### src/hdl/ecpa_pkg.sv
// ----------------------------------------------------------------------------
// ecpa_pkg
// Types, codes and microprogram of the affine point adder.
// ----------------------------------------------------------------------------
package ecpa_pkg;

   localparam int DATA_W    = 16;
   localparam int SRC_W     = 5;
   localparam int PC_W      = 6;
   localparam int REG_N     = 16;
   localparam int CSR_IDX_W = 2;

   localparam logic [DATA_W-1:0] MOD_RESET = DATA_W'(17);

   localparam logic [CSR_IDX_W-1:0] CSR_CURVE_A = 2'd0;
   localparam logic [CSR_IDX_W-1:0] CSR_CURVE_B = 2'd1;
   localparam logic [CSR_IDX_W-1:0] CSR_MODULUS = 2'd2;

   localparam logic [1:0] ST_OK   = 2'd0;
   localparam logic [1:0] ST_OFF1 = 2'd1;
   localparam logic [1:0] ST_OFF2 = 2'd2;

   // scratch registers (0..15) and special operand sources
   localparam logic [SRC_W-1:0] S_A    = 5'd0;
   localparam logic [SRC_W-1:0] S_B    = 5'd1;
   localparam logic [SRC_W-1:0] S_X1   = 5'd2;
   localparam logic [SRC_W-1:0] S_Y1   = 5'd3;
   localparam logic [SRC_W-1:0] S_X2   = 5'd4;
   localparam logic [SRC_W-1:0] S_Y2   = 5'd5;
   localparam logic [SRC_W-1:0] S_L    = 5'd6;
   localparam logic [SRC_W-1:0] S_R    = 5'd7;
   localparam logic [SRC_W-1:0] S_T    = 5'd8;
   localparam logic [SRC_W-1:0] S_S    = 5'd9;
   localparam logic [SRC_W-1:0] S_U    = 5'd10;
   localparam logic [SRC_W-1:0] S_R0   = 5'd11;
   localparam logic [SRC_W-1:0] S_R1   = 5'd12;
   localparam logic [SRC_W-1:0] S_T0   = 5'd13;
   localparam logic [SRC_W-1:0] S_T1   = 5'd14;
   localparam logic [SRC_W-1:0] S_X3   = 5'd15;
   localparam logic [SRC_W-1:0] S_CA   = 5'd16;
   localparam logic [SRC_W-1:0] S_CB   = 5'd17;
   localparam logic [SRC_W-1:0] S_IX1  = 5'd18;
   localparam logic [SRC_W-1:0] S_IY1  = 5'd19;
   localparam logic [SRC_W-1:0] S_IX2  = 5'd20;
   localparam logic [SRC_W-1:0] S_IY2  = 5'd21;
   localparam logic [SRC_W-1:0] S_Q    = 5'd22;
   localparam logic [SRC_W-1:0] S_ZERO = 5'd23;
   localparam logic [SRC_W-1:0] S_ONE  = 5'd24;
   localparam logic [SRC_W-1:0] S_TRE  = 5'd25;
   localparam logic [SRC_W-1:0] S_M    = 5'd26;

   typedef enum logic [3:0] {
      OP_MOV, OP_ADD, OP_SUB, OP_MUL, OP_DIV,
      OP_BEQ, OP_BNE, OP_BO1, OP_BO2, OP_JMP,
      OP_OUTP, OP_OUTO, OP_ERR1, OP_ERR2
   } uop_type;

   typedef struct packed {
      logic [DATA_W-1:0] x1;
      logic [DATA_W-1:0] y1;
      logic              first_is_infinity;
      logic [DATA_W-1:0] x2;
      logic [DATA_W-1:0] y2;
      logic              second_is_infinity;
   } req_type;

   typedef struct packed {
      logic [DATA_W-1:0] x3;
      logic [DATA_W-1:0] y3;
      logic              sum_is_infinity;
      logic [1:0]        status;
   } rsp_type;

   typedef struct packed {
      uop_type          op;
      logic [SRC_W-1:0] dst;
      logic [SRC_W-1:0] src_a;
      logic [SRC_W-1:0] src_b;
      logic [PC_W-1:0]  tgt;
   } uinstr_type;

   typedef struct packed {
      logic              start;
      uop_type           op;
      logic [DATA_W-1:0] a;
      logic [DATA_W-1:0] b;
   } alu_req_type;

   typedef struct packed {
      logic              done;
      logic [DATA_W-1:0] res;
      logic [DATA_W-1:0] quot;
   } alu_rsp_type;

   function automatic uinstr_type ui(uop_type op, logic [SRC_W-1:0] d,
                                     logic [SRC_W-1:0] a, logic [SRC_W-1:0] b,
                                     logic [PC_W-1:0] t);
      uinstr_type u;
      u.op    = op;
      u.dst   = d;
      u.src_a = a;
      u.src_b = b;
      u.tgt   = t;
      return u;
   endfunction

   // microprogram: reduce, curve checks, special cases, slope, inverse, sum
   function automatic uinstr_type ucode(logic [PC_W-1:0] pc);
      uinstr_type u;
      u = ui(OP_OUTO, S_ZERO, S_ZERO, S_ZERO, 6'd0);
      unique case (pc)
         6'd0:  u = ui(OP_DIV, S_A,  S_CA,  S_M,    6'd0);
         6'd1:  u = ui(OP_DIV, S_B,  S_CB,  S_M,    6'd0);
         6'd2:  u = ui(OP_DIV, S_X1, S_IX1, S_M,    6'd0);
         6'd3:  u = ui(OP_DIV, S_Y1, S_IY1, S_M,    6'd0);
         6'd4:  u = ui(OP_DIV, S_X2, S_IX2, S_M,    6'd0);
         6'd5:  u = ui(OP_DIV, S_Y2, S_IY2, S_M,    6'd0);
         6'd6:  u = ui(OP_BO1, S_ZERO, S_ZERO, S_ZERO, 6'd14);
         6'd7:  u = ui(OP_MUL, S_L,  S_Y1,  S_Y1,   6'd0);
         6'd8:  u = ui(OP_MUL, S_R,  S_X1,  S_X1,   6'd0);
         6'd9:  u = ui(OP_MUL, S_R,  S_R,   S_X1,   6'd0);
         6'd10: u = ui(OP_MUL, S_T,  S_A,   S_X1,   6'd0);
         6'd11: u = ui(OP_ADD, S_R,  S_R,   S_T,    6'd0);
         6'd12: u = ui(OP_ADD, S_R,  S_R,   S_B,    6'd0);
         6'd13: u = ui(OP_BNE, S_ZERO, S_L, S_R,    6'd61);
         6'd14: u = ui(OP_BO2, S_ZERO, S_ZERO, S_ZERO, 6'd22);
         6'd15: u = ui(OP_MUL, S_L,  S_Y2,  S_Y2,   6'd0);
         6'd16: u = ui(OP_MUL, S_R,  S_X2,  S_X2,   6'd0);
         6'd17: u = ui(OP_MUL, S_R,  S_R,   S_X2,   6'd0);
         6'd18: u = ui(OP_MUL, S_T,  S_A,   S_X2,   6'd0);
         6'd19: u = ui(OP_ADD, S_R,  S_R,   S_T,    6'd0);
         6'd20: u = ui(OP_ADD, S_R,  S_R,   S_B,    6'd0);
         6'd21: u = ui(OP_BNE, S_ZERO, S_L, S_R,    6'd62);
         6'd22: u = ui(OP_BO1, S_ZERO, S_ZERO, S_ZERO, 6'd57);
         6'd23: u = ui(OP_BO2, S_ZERO, S_ZERO, S_ZERO, 6'd59);
         6'd24: u = ui(OP_BNE, S_ZERO, S_X1, S_X2,  6'd32);
         6'd25: u = ui(OP_BNE, S_ZERO, S_Y1, S_Y2,  6'd60);
         // tangent
         6'd26: u = ui(OP_MUL, S_L,  S_X1,  S_X1,   6'd0);
         6'd27: u = ui(OP_DIV, S_T,  S_TRE, S_M,    6'd0);
         6'd28: u = ui(OP_MUL, S_L,  S_T,   S_L,    6'd0);
         6'd29: u = ui(OP_ADD, S_L,  S_L,   S_A,    6'd0);
         6'd30: u = ui(OP_ADD, S_U,  S_Y1,  S_Y1,   6'd0);
         6'd31: u = ui(OP_JMP, S_ZERO, S_ZERO, S_ZERO, 6'd34);
         // secant
         6'd32: u = ui(OP_SUB, S_L,  S_Y2,  S_Y1,   6'd0);
         6'd33: u = ui(OP_SUB, S_U,  S_X2,  S_X1,   6'd0);
         // extended euclid on the denominator
         6'd34: u = ui(OP_MOV, S_R0, S_M,    S_ZERO, 6'd0);
         6'd35: u = ui(OP_MOV, S_R1, S_U,    S_ZERO, 6'd0);
         6'd36: u = ui(OP_MOV, S_T0, S_ZERO, S_ZERO, 6'd0);
         6'd37: u = ui(OP_MOV, S_T1, S_ONE,  S_ZERO, 6'd0);
         6'd38: u = ui(OP_BEQ, S_ZERO, S_R1, S_ZERO, 6'd48);
         6'd39: u = ui(OP_DIV, S_T,  S_R0,  S_R1,   6'd0);
         6'd40: u = ui(OP_MOV, S_R0, S_R1,  S_ZERO, 6'd0);
         6'd41: u = ui(OP_MOV, S_R1, S_T,   S_ZERO, 6'd0);
         6'd42: u = ui(OP_DIV, S_S,  S_Q,   S_M,    6'd0);
         6'd43: u = ui(OP_MUL, S_S,  S_S,   S_T1,   6'd0);
         6'd44: u = ui(OP_SUB, S_S,  S_T0,  S_S,    6'd0);
         6'd45: u = ui(OP_MOV, S_T0, S_T1,  S_ZERO, 6'd0);
         6'd46: u = ui(OP_MOV, S_T1, S_S,   S_ZERO, 6'd0);
         6'd47: u = ui(OP_JMP, S_ZERO, S_ZERO, S_ZERO, 6'd38);
         6'd48: u = ui(OP_BNE, S_ZERO, S_R0, S_ONE, 6'd60);
         // slope and sum
         6'd49: u = ui(OP_MUL, S_S,  S_L,   S_T0,   6'd0);
         6'd50: u = ui(OP_MUL, S_T,  S_S,   S_S,    6'd0);
         6'd51: u = ui(OP_SUB, S_T,  S_T,   S_X1,   6'd0);
         6'd52: u = ui(OP_SUB, S_X3, S_T,   S_X2,   6'd0);
         6'd53: u = ui(OP_SUB, S_T,  S_X1,  S_X3,   6'd0);
         6'd54: u = ui(OP_MUL, S_T,  S_S,   S_T,    6'd0);
         6'd55: u = ui(OP_SUB, S_T,  S_T,   S_Y1,   6'd0);
         6'd56: u = ui(OP_OUTP, S_ZERO, S_X3, S_T,  6'd0);
         6'd57: u = ui(OP_BO2, S_ZERO, S_ZERO, S_ZERO, 6'd60);
         6'd58: u = ui(OP_OUTP, S_ZERO, S_X2, S_Y2, 6'd0);
         6'd59: u = ui(OP_OUTP, S_ZERO, S_X1, S_Y1, 6'd0);
         6'd60: u = ui(OP_OUTO, S_ZERO, S_ZERO, S_ZERO, 6'd0);
         6'd61: u = ui(OP_ERR1, S_ZERO, S_ZERO, S_ZERO, 6'd0);
         6'd62: u = ui(OP_ERR2, S_ZERO, S_ZERO, S_ZERO, 6'd0);
         default: u = ui(OP_OUTO, S_ZERO, S_ZERO, S_ZERO, 6'd0);
      endcase
      return u;
   endfunction

endpackage

### src/hdl/ecpa_ram.sv
// ----------------------------------------------------------------------------
// ecpa_ram
// Generic RAM, one write port and two registered read ports.
// ----------------------------------------------------------------------------
module ecpa_ram #(
   parameter int WIDTH = 16,
   parameter int DEPTH = 16
) (
   input  logic                     clock,
   input  logic                     wr_en,
   input  logic [$clog2(DEPTH)-1:0] wr_addr,
   input  logic [WIDTH-1:0]         wr_data,
   input  logic [$clog2(DEPTH)-1:0] rd_addr_a,
   output logic [WIDTH-1:0]         rd_data_a,
   input  logic [$clog2(DEPTH)-1:0] rd_addr_b,
   output logic [WIDTH-1:0]         rd_data_b
);

   logic [WIDTH-1:0] mem_ff [DEPTH];
   logic [WIDTH-1:0] rd_a_ff;
   logic [WIDTH-1:0] rd_b_ff;

   always_ff @(posedge clock) begin
      if (wr_en) begin
         mem_ff[wr_addr] <= wr_data;
      end
      rd_a_ff <= mem_ff[rd_addr_a];
      rd_b_ff <= mem_ff[rd_addr_b];
   end

   assign rd_data_a = rd_a_ff;
   assign rd_data_b = rd_b_ff;

endmodule

### src/hdl/ecpa_alu.sv
// ----------------------------------------------------------------------------
// ecpa_alu
// Shared modular unit: add, subtract, move, bit-serial multiply and divide.
// ----------------------------------------------------------------------------
module ecpa_alu (
   input  logic                          clock,
   input  logic                          reset,
   input  ecpa_pkg::alu_req_type         alu_req,
   input  logic [ecpa_pkg::DATA_W-1:0]   modulus,
   output ecpa_pkg::alu_rsp_type         alu_rsp
);
   import ecpa_pkg::*;

   localparam int CNT_W = $clog2(DATA_W + 1);

   typedef enum logic [2:0] {
      AL_IDLE = 3'b001,
      AL_MUL  = 3'b010,
      AL_DIV  = 3'b100
   } alu_state_type;

   alu_state_type     state_ff, state_in;
   logic [CNT_W-1:0]  cnt_ff, cnt_in;
   logic [DATA_W-1:0] acc_ff, acc_in;
   logic [DATA_W-1:0] sh_ff, sh_in;
   logic [DATA_W-1:0] opd_ff, opd_in;
   logic [DATA_W-1:0] res_ff, res_in;
   logic              done_ff, done_in;

   logic [DATA_W-1:0] mul_step;
   logic [DATA_W:0]   div_r;
   logic              div_ge;
   logic [DATA_W:0]   div_rem;

   function automatic logic [DATA_W-1:0] add_m(logic [DATA_W-1:0] u, logic [DATA_W-1:0] v,
                                               logic [DATA_W-1:0] m);
      logic [DATA_W:0] s;
      s = {1'b0, u} + {1'b0, v};
      if (s >= {1'b0, m}) begin
         s = s - {1'b0, m};
      end
      return s[DATA_W-1:0];
   endfunction

   function automatic logic [DATA_W-1:0] sub_m(logic [DATA_W-1:0] u, logic [DATA_W-1:0] v,
                                               logic [DATA_W-1:0] m);
      logic [DATA_W-1:0] d;
      d = u - v;
      if (u < v) begin
         d = d + m;
      end
      return d;
   endfunction

   always_comb begin
      mul_step = add_m(acc_ff, acc_ff, modulus);
      if (sh_ff[DATA_W-1]) begin
         mul_step = add_m(mul_step, opd_ff, modulus);
      end
      // restoring division, one quotient bit per cycle
      div_r   = {acc_ff, sh_ff[DATA_W-1]};
      div_ge  = div_r >= {1'b0, opd_ff};
      div_rem = div_ge ? div_r - {1'b0, opd_ff} : div_r;

      state_in = state_ff;
      cnt_in   = cnt_ff;
      acc_in   = acc_ff;
      sh_in    = sh_ff;
      opd_in   = opd_ff;
      res_in   = res_ff;
      done_in  = 1'b0;

      unique case (state_ff)
         AL_IDLE: begin
            if (alu_req.start) begin
               case (alu_req.op)
                  OP_MUL: begin
                     acc_in   = '0;
                     opd_in   = alu_req.a;
                     sh_in    = alu_req.b;
                     cnt_in   = CNT_W'(DATA_W);
                     state_in = AL_MUL;
                  end
                  OP_DIV: begin
                     acc_in   = '0;
                     sh_in    = alu_req.a;
                     opd_in   = alu_req.b;
                     cnt_in   = CNT_W'(DATA_W);
                     state_in = AL_DIV;
                  end
                  OP_ADD: begin
                     res_in  = add_m(alu_req.a, alu_req.b, modulus);
                     done_in = 1'b1;
                  end
                  OP_SUB: begin
                     res_in  = sub_m(alu_req.a, alu_req.b, modulus);
                     done_in = 1'b1;
                  end
                  default: begin
                     res_in  = alu_req.a;
                     done_in = 1'b1;
                  end
               endcase
            end
         end
         AL_MUL: begin
            acc_in = mul_step;
            sh_in  = {sh_ff[DATA_W-2:0], 1'b0};
            cnt_in = cnt_ff - CNT_W'(1);
            if (cnt_ff == CNT_W'(1)) begin
               res_in   = mul_step;
               done_in  = 1'b1;
               state_in = AL_IDLE;
            end
         end
         AL_DIV: begin
            acc_in = div_rem[DATA_W-1:0];
            sh_in  = {sh_ff[DATA_W-2:0], div_ge};
            cnt_in = cnt_ff - CNT_W'(1);
            if (cnt_ff == CNT_W'(1)) begin
               res_in   = div_rem[DATA_W-1:0];
               done_in  = 1'b1;
               state_in = AL_IDLE;
            end
         end
         default: begin
            state_in = AL_IDLE;
         end
      endcase
   end

   always_ff @(posedge clock) begin
      if (reset) begin
         state_ff <= AL_IDLE;
         done_ff  <= 1'b0;
      end else begin
         state_ff <= state_in;
         done_ff  <= done_in;
      end
   end

   always_ff @(posedge clock) begin
      cnt_ff <= cnt_in;
      acc_ff <= acc_in;
      sh_ff  <= sh_in;
      opd_ff <= opd_in;
      res_ff <= res_in;
   end

   assign alu_rsp.done = done_ff;
   assign alu_rsp.res  = res_ff;
   assign alu_rsp.quot = sh_ff;

endmodule

### src/hdl/ec_affine_point_add_mod_p_core.sv
// ----------------------------------------------------------------------------
// ec_affine_point_add_mod_p_core
// Affine point addition on y^2 = x^3 + ax + b over a prime field.
// ----------------------------------------------------------------------------
// Usage:
//   csr_*  writes curve_a (0), curve_b (1) and modulus (2); other indexes are
//          dropped. Write only while no item is in flight.
//   req_*  takes one item (two points with infinity flags) when req_valid is
//          high and req_stall low. req_stall stays high from acceptance until
//          the result item has been taken.
//   rsp_*  holds one result item until a cycle with rsp_stall low.
// Operation: a microprogram drives one shared modular unit. Each step goes
// through a scratch RAM read state and an issue state; add, subtract, move
// and the bit-serial multiply and divide then wait for the unit, branches
// do not. Reductions and curve checks run first, then special cases and
// errors; a full add or double also runs the euclid inversion, up to about
// 24 rounds for a 16-bit modulus. One item at a time.
// Reset: clears the sequencer, sets a = b = 0 and modulus = 17.
// A stalled receiver holds the result and the block takes no new item.
// ----------------------------------------------------------------------------
module ec_affine_point_add_mod_p_core (
   input  logic                                clock,
   input  logic                                reset,
   input  logic                                req_valid,
   output logic                                req_stall,
   input  ecpa_pkg::req_type                   req_data,
   output logic                                rsp_valid,
   input  logic                                rsp_stall,
   output ecpa_pkg::rsp_type                   rsp_data,
   input  logic                                csr_valid,
   output logic                                csr_ready,
   input  logic [ecpa_pkg::CSR_IDX_W-1:0]      csr_index,
   input  logic [ecpa_pkg::DATA_W-1:0]         csr_wdata
);
   import ecpa_pkg::*;

   typedef enum logic [4:0] {
      SQ_IDLE  = 5'b00001,
      SQ_READ  = 5'b00010,
      SQ_ISSUE = 5'b00100,
      SQ_WAIT  = 5'b01000,
      SQ_OUT   = 5'b10000
   } seq_state_type;

   seq_state_type     state_ff, state_in;
   logic [PC_W-1:0]   pc_ff, pc_in;
   req_type           item_ff, item_in;
   rsp_type           out_ff, out_in;
   logic [DATA_W-1:0] quot_ff, quot_in;
   logic [DATA_W-1:0] curve_a_ff;
   logic [DATA_W-1:0] curve_b_ff;
   logic [DATA_W-1:0] modulus_ff;

   uinstr_type        cur;
   logic [DATA_W-1:0] ram_a, ram_b;
   logic [DATA_W-1:0] opa, opb;
   logic              ram_we;
   alu_req_type       alu_req;
   alu_rsp_type       alu_rsp;

   assign cur = ucode(pc_ff);

   ecpa_ram #(.WIDTH(DATA_W), .DEPTH(REG_N)) u_ram (
      .clock     (clock),
      .wr_en     (ram_we),
      .wr_addr   (cur.dst[3:0]),
      .wr_data   (alu_rsp.res),
      .rd_addr_a (cur.src_a[3:0]),
      .rd_data_a (ram_a),
      .rd_addr_b (cur.src_b[3:0]),
      .rd_data_b (ram_b)
   );

   ecpa_alu u_alu (
      .clock   (clock),
      .reset   (reset),
      .alu_req (alu_req),
      .modulus (modulus_ff),
      .alu_rsp (alu_rsp)
   );

   function automatic logic [DATA_W-1:0] pick(logic [SRC_W-1:0] sel, logic [DATA_W-1:0] ram,
                                              req_type it, logic [DATA_W-1:0] ca,
                                              logic [DATA_W-1:0] cb, logic [DATA_W-1:0] m,
                                              logic [DATA_W-1:0] q);
      logic [DATA_W-1:0] v;
      case (sel)
         S_CA:    v = ca;
         S_CB:    v = cb;
         S_IX1:   v = it.x1;
         S_IY1:   v = it.y1;
         S_IX2:   v = it.x2;
         S_IY2:   v = it.y2;
         S_Q:     v = q;
         S_ZERO:  v = '0;
         S_ONE:   v = DATA_W'(1);
         S_TRE:   v = DATA_W'(3);
         S_M:     v = m;
         default: v = ram;
      endcase
      return v;
   endfunction

   assign opa = pick(cur.src_a, ram_a, item_ff, curve_a_ff, curve_b_ff, modulus_ff, quot_ff);
   assign opb = pick(cur.src_b, ram_b, item_ff, curve_a_ff, curve_b_ff, modulus_ff, quot_ff);

   always_comb begin
      alu_req.start = 1'b0;
      alu_req.op    = cur.op;
      alu_req.a     = opa;
      alu_req.b     = opb;
      ram_we        = (state_ff == SQ_WAIT) && alu_rsp.done;

      state_in = state_ff;
      pc_in    = pc_ff;
      item_in  = item_ff;
      out_in   = out_ff;
      quot_in  = quot_ff;

      unique case (state_ff)
         SQ_IDLE: begin
            if (req_valid) begin
               item_in = req_data;
               pc_in   = '0;
               if (modulus_ff < DATA_W'(2)) begin
                  out_in   = '{x3: '0, y3: '0, sum_is_infinity: 1'b1, status: ST_OK};
                  state_in = SQ_OUT;
               end else begin
                  state_in = SQ_READ;
               end
            end
         end
         SQ_READ: begin
            state_in = SQ_ISSUE;
         end
         SQ_ISSUE: begin
            state_in = SQ_READ;
            pc_in    = pc_ff + PC_W'(1);
            unique case (cur.op) inside
               OP_MOV, OP_ADD, OP_SUB, OP_MUL, OP_DIV: begin
                  alu_req.start = 1'b1;
                  pc_in         = pc_ff;
                  state_in      = SQ_WAIT;
               end
               OP_BEQ: begin
                  if (opa == opb) pc_in = cur.tgt;
               end
               OP_BNE: begin
                  if (opa != opb) pc_in = cur.tgt;
               end
               OP_BO1: begin
                  if (item_ff.first_is_infinity) pc_in = cur.tgt;
               end
               OP_BO2: begin
                  if (item_ff.second_is_infinity) pc_in = cur.tgt;
               end
               OP_JMP: begin
                  pc_in = cur.tgt;
               end
               OP_OUTP: begin
                  out_in   = '{x3: opa, y3: opb, sum_is_infinity: 1'b0, status: ST_OK};
                  state_in = SQ_OUT;
               end
               OP_ERR1: begin
                  out_in   = '{x3: '0, y3: '0, sum_is_infinity: 1'b0, status: ST_OFF1};
                  state_in = SQ_OUT;
               end
               OP_ERR2: begin
                  out_in   = '{x3: '0, y3: '0, sum_is_infinity: 1'b0, status: ST_OFF2};
                  state_in = SQ_OUT;
               end
               default: begin
                  out_in   = '{x3: '0, y3: '0, sum_is_infinity: 1'b1, status: ST_OK};
                  state_in = SQ_OUT;
               end
            endcase
         end
         SQ_WAIT: begin
            if (alu_rsp.done) begin
               if (cur.op == OP_DIV) quot_in = alu_rsp.quot;
               pc_in    = pc_ff + PC_W'(1);
               state_in = SQ_READ;
            end
         end
         SQ_OUT: begin
            if (!rsp_stall) state_in = SQ_IDLE;
         end
         default: begin
            state_in = SQ_IDLE;
         end
      endcase
   end

   always_ff @(posedge clock) begin
      if (reset) begin
         state_ff <= SQ_IDLE;
      end else begin
         state_ff <= state_in;
      end
   end

   always_ff @(posedge clock) begin
      pc_ff   <= pc_in;
      item_ff <= item_in;
      out_ff  <= out_in;
      quot_ff <= quot_in;
   end

   always_ff @(posedge clock) begin
      if (reset) begin
         curve_a_ff <= '0;
         curve_b_ff <= '0;
         modulus_ff <= MOD_RESET;
      end else if (csr_valid) begin
         unique case (csr_index)
            CSR_CURVE_A: curve_a_ff <= csr_wdata;
            CSR_CURVE_B: curve_b_ff <= csr_wdata;
            CSR_MODULUS: modulus_ff <= csr_wdata;
            default: begin
            end
         endcase
      end
   end

   assign csr_ready = 1'b1;
   assign req_stall = (state_ff != SQ_IDLE);
   assign rsp_valid = (state_ff == SQ_OUT);
   assign rsp_data  = out_ff;

   a_no_accept_while_out: assert property (@(posedge clock) disable iff (reset)
      rsp_valid |-> req_stall)
      else $error("item accepted while a result is pending");

   a_error_clears_point: assert property (@(posedge clock) disable iff (reset)
      (rsp_valid && rsp_data.status != ST_OK) |->
         (!rsp_data.sum_is_infinity && rsp_data.x3 == '0 && rsp_data.y3 == '0))
      else $error("error result carries a point");

   a_alu_done_in_wait: assert property (@(posedge clock) disable iff (reset)
      alu_rsp.done |-> (state_ff == SQ_WAIT))
      else $error("alu finished outside of wait");

endmodule
### config.mk
export PLATFORM = sky130hd
export DESIGN_NAME = ec_affine_point_add_mod_p_core
export DESIGN_NICKNAME = d
export VERILOG_FILES = /design/src/hdl/ecpa_pkg.sv /design/src/hdl/ecpa_ram.sv /design/src/hdl/ecpa_alu.sv /design/src/hdl/ec_affine_point_add_mod_p_core.sv
export SDC_FILE = /design/constraint.sdc
export NUM_CORES = 1
export LEC_CHECK = 0
export ABC_AREA = 1
export BUFFER_PORTS_ARGS = -buffer_cell sky130_fd_sc_hd__buf_2
export CAP_MARGIN = 20
export CORE_MARGIN = 2
export CORE_UTILIZATION = 45
export DETAILED_ROUTE_END_ITERATION = 8
export HOLD_SLACK_MARGIN = 0.1
export SETUP_SLACK_MARGIN = 0.05
export SYNTH_ARGS = -nofsm -noshare
export SYNTH_HDL_FRONTEND = slang
export SYNTH_SLANG_ARGS = --single-unit
### constraint.sdc
create_clock -name clock -period 8.5 [get_ports clock]
set_input_delay 1.7 -clock clock [delete_from_list [all_inputs] [get_ports clock]]
set_output_delay 1.7 -clock clock [all_outputs]
set_load 0.005 [all_outputs]
==> reports/metrics.csv <==
metric;value;unit
P&R area growth vs syn;12.8;%
clock sink count;561;
outcome;completed;
critical path fanouts, max;23;
area taken by multi-input logic gates;14900;um2
CP arrival;7.81;ns
Die ar.;75900;um2
H-tree Lvls;2;
Routed Antenna Nets;0;
DIE HEIGHT;275;um
Initial DRC Count;4530;
root buffer cell;clkbuf_16;
filler cell count;6993;
RSZ-0062 raised after global routing;no;
Critical Path Max Stage Delay;0.53;ns
worst-skew pair later-pin latency;0.68;ns
Hold Path Class;flip-flop to flip-flop;
vias in the first global route;28000;
Final period util;87.6;%
Gate Count Post-Synth;3857;
sequential area share after synthesis;47.4;%
drt first pass iters;6;
Setup-failing EPs final;0;
global-route wire length before repair;189000;um
# port buffers;125;
site row count;99;
TritonCTS clock tree;yes;
GRT Util Overall;34.0;%
Post-synth EDFFs;448;
Rel. slew slack;32.8;%
Max Buffers Root-to-Sink;3;
max-slew violation count;0;
DR vias/cell;6.06;
Netlist cell types;58;
Post-Place Cells;4874;
layout cells sized above 1;10.2;%
Final Util;51.3;%
die width;275;um
setup bufs post-CTS;0;
Layout Cells excl Fill;4993;
CP required;8.86;ns
Syn Area/Cell;8.60;um2
most used cell along the critical path;nand2_1;
antenna violations before repair;13;
Synth Flop Type;edfxtp_1;
Async SR Flop Fraction;0;%
Post-CTS Resized;0;
Initial Utilization;45.5;%
total wire length;131000;um
Slew @ Worst Pin;1.01;ns
hold buffer count at CTS;0;
Mapped Nets;4092;
FF+latch area;15700;um2
Worst-path clk slew;0.07;ns
largest net degree at the start of global routing;66;
synthesized cell area;33200;um2
crit end category;flip-flop;
synth warn;0;
final setup TNS;0;ns
minimum clock period;7.45;ns
placer congestion estimate;1.09;
clk_skew;0.0680;ns
Via Count;30300;
Slowest cell on crit path;dfxtp_1;
HPWL Detailed;94900;um
Core ar.;73000;um2
# DRC;0;
Boundary Pins;127;
Setup CP Type;flip-flop to flip-flop;
MaxCap Viol Count;0;
Synth Register Bits;561;
CTS buffer count;61;
Final nets;4213;
crit start category;flip-flop;
routed len/inst;26.2;um
Fin. Hold Viols;0;
global route overflow;0;
upper clock frequency limit;0.134;GHz
==> critical path, delay by kind of cell, from the launching register on <==
kind,cells,cell delay (ns)
compound gates,7,1.82
fa+ha+maj,2,0.81
buf+inv,6,1.34
flops,1,0.53
simple gates,18,2.60
==> registers in the layout (all words and copies together) (netlist names), 24 cells and up <==
name	cells
u_ram.mem_ff	256
item_ff	66
rsp_data	35
cur	24
==> placed cells by master, fill, tap and decap left out, types with 62 or more instances in the layout <==
cell and n:
buf_4 88, clkbuf_16 62, nand2_1 806, nand4_1 67, ha_1 138, o21ai_0 216, a22oi_1 132, a21oi_1 191
dfxtp_1 113, nand3_1 253, inv_1 508, buf_2 125, nor2_1 252, o221ai_1 129, edfxtp_1 448
==> Yosys cell counts (8+ instances only) <==
| cell type | count | area [um2] |
|---|---|---|
| nand3b_1 | 11 | 82.6 |
| nand4_1 | 67 | 419 |
| dfxtp_1 | 113 | 2260 |
| buf_1 | 26 | 97.6 |
| nand2_1 | 810 | 3040 |
| o211ai_1 | 27 | 203 |
| xor2_1 | 56 | 490 |
| xnor2_1 | 35 | 307 |
| o21bai_1 | 8 | 60.1 |
| fa_1 | 8 | 160 |
| o22ai_1 | 57 | 357 |
| a21o_1 | 19 | 143 |
| a21oi_1 | 192 | 961 |
| inv_1 | 510 | 1910 |
| nor2_1 | 277 | 1040 |
| nor3_1 | 31 | 155 |
| nor2_2 | 9 | 56.3 |
| o21ai_0 | 216 | 1080 |
| clkbuf_1 | 99 | 372 |
| o221ai_1 | 129 | 1130 |
| nand3_1 | 253 | 1270 |
| a22oi_1 | 132 | 991 |
| ha_1 | 138 | 1730 |
| or2_2 | 17 | 106 |
| edfxtp_1 | 448 | 13500 |
| a31oi_1 | 10 | 62.6 |
| a221oi_1 | 41 | 359 |
| o21ai_1 | 10 | 50.1 |
| buf_2 | 17 | 85.1 |
==> path summary, 6_finish.rpt <==
check / start / end / slack (ns) / cells after the start
max reg2reg: cur[7]$_DFF_P_ / u_alu.res_ff[15]$_DFFE_PP_ / 1.05 / 33
min reg2reg: u_alu.sh_ff[11]$_DFFE_PP_ / quot_ff[11]$_DFFE_PP_ / 0.43 / 0
min: u_alu.sh_ff[11]$_DFFE_PP_ / quot_ff[11]$_DFFE_PP_ / 0.43 / 0
max: cur[7]$_DFF_P_ / u_alu.res_ff[15]$_DFFE_PP_ / 1.05 / 33
==> cell type report <==
type,count,area share [%]
sequential,561,42.0
timing repair buffer,214,3.49
inverter,523,5.25
multi-input combinational,2617,39.9
clock inverter,48,1.87
clock buffer,68,4.21
antenna,3,0.0201
tap,959,3.21
==> per-layer routing <==
layer	GRT usage, %	vias to the layer above	share of wire (%)
met1	47.7	14400	42
met5	0	-	0.064
met4	12.7	12	4.2
met2	52.2	1737	44
li1	-	13800	-
met3	6.69	302	10
==> stage by stage <==
stage / instance area (um2) / hold slack, ns / worst slack [ns]
after global placement: 35100 / 0.430 / 1.53
after detailed placement: 35100 / 0.440 / 1.40
after floorplan: 33200 / 0.427 / 3.23
final: 37400 / 0.432 / 1.05
after global routing: 37400 / 0.461 / 0.564
after CTS: 37400 / 0.432 / 1.32
==> cells by family after synthesis <==
logic type / after synthesis / synth area share (%)
XOR/XNOR: 91 / 2.40
buffers and inverters: 679 / 7.96
AO/OA/AOI/OAI: 876 / 17.2
adder cells (fa/ha/maj): 146 / 5.69
other: 1 / 0.0113
AND/OR/NAND/NOR: 1503 / 19.4
flip-flops: 561 / 47.4
Power is left out: the tool's default activity adds up to more than one toggle a clock period on the data nets, which glitch-free logic cannot reach.
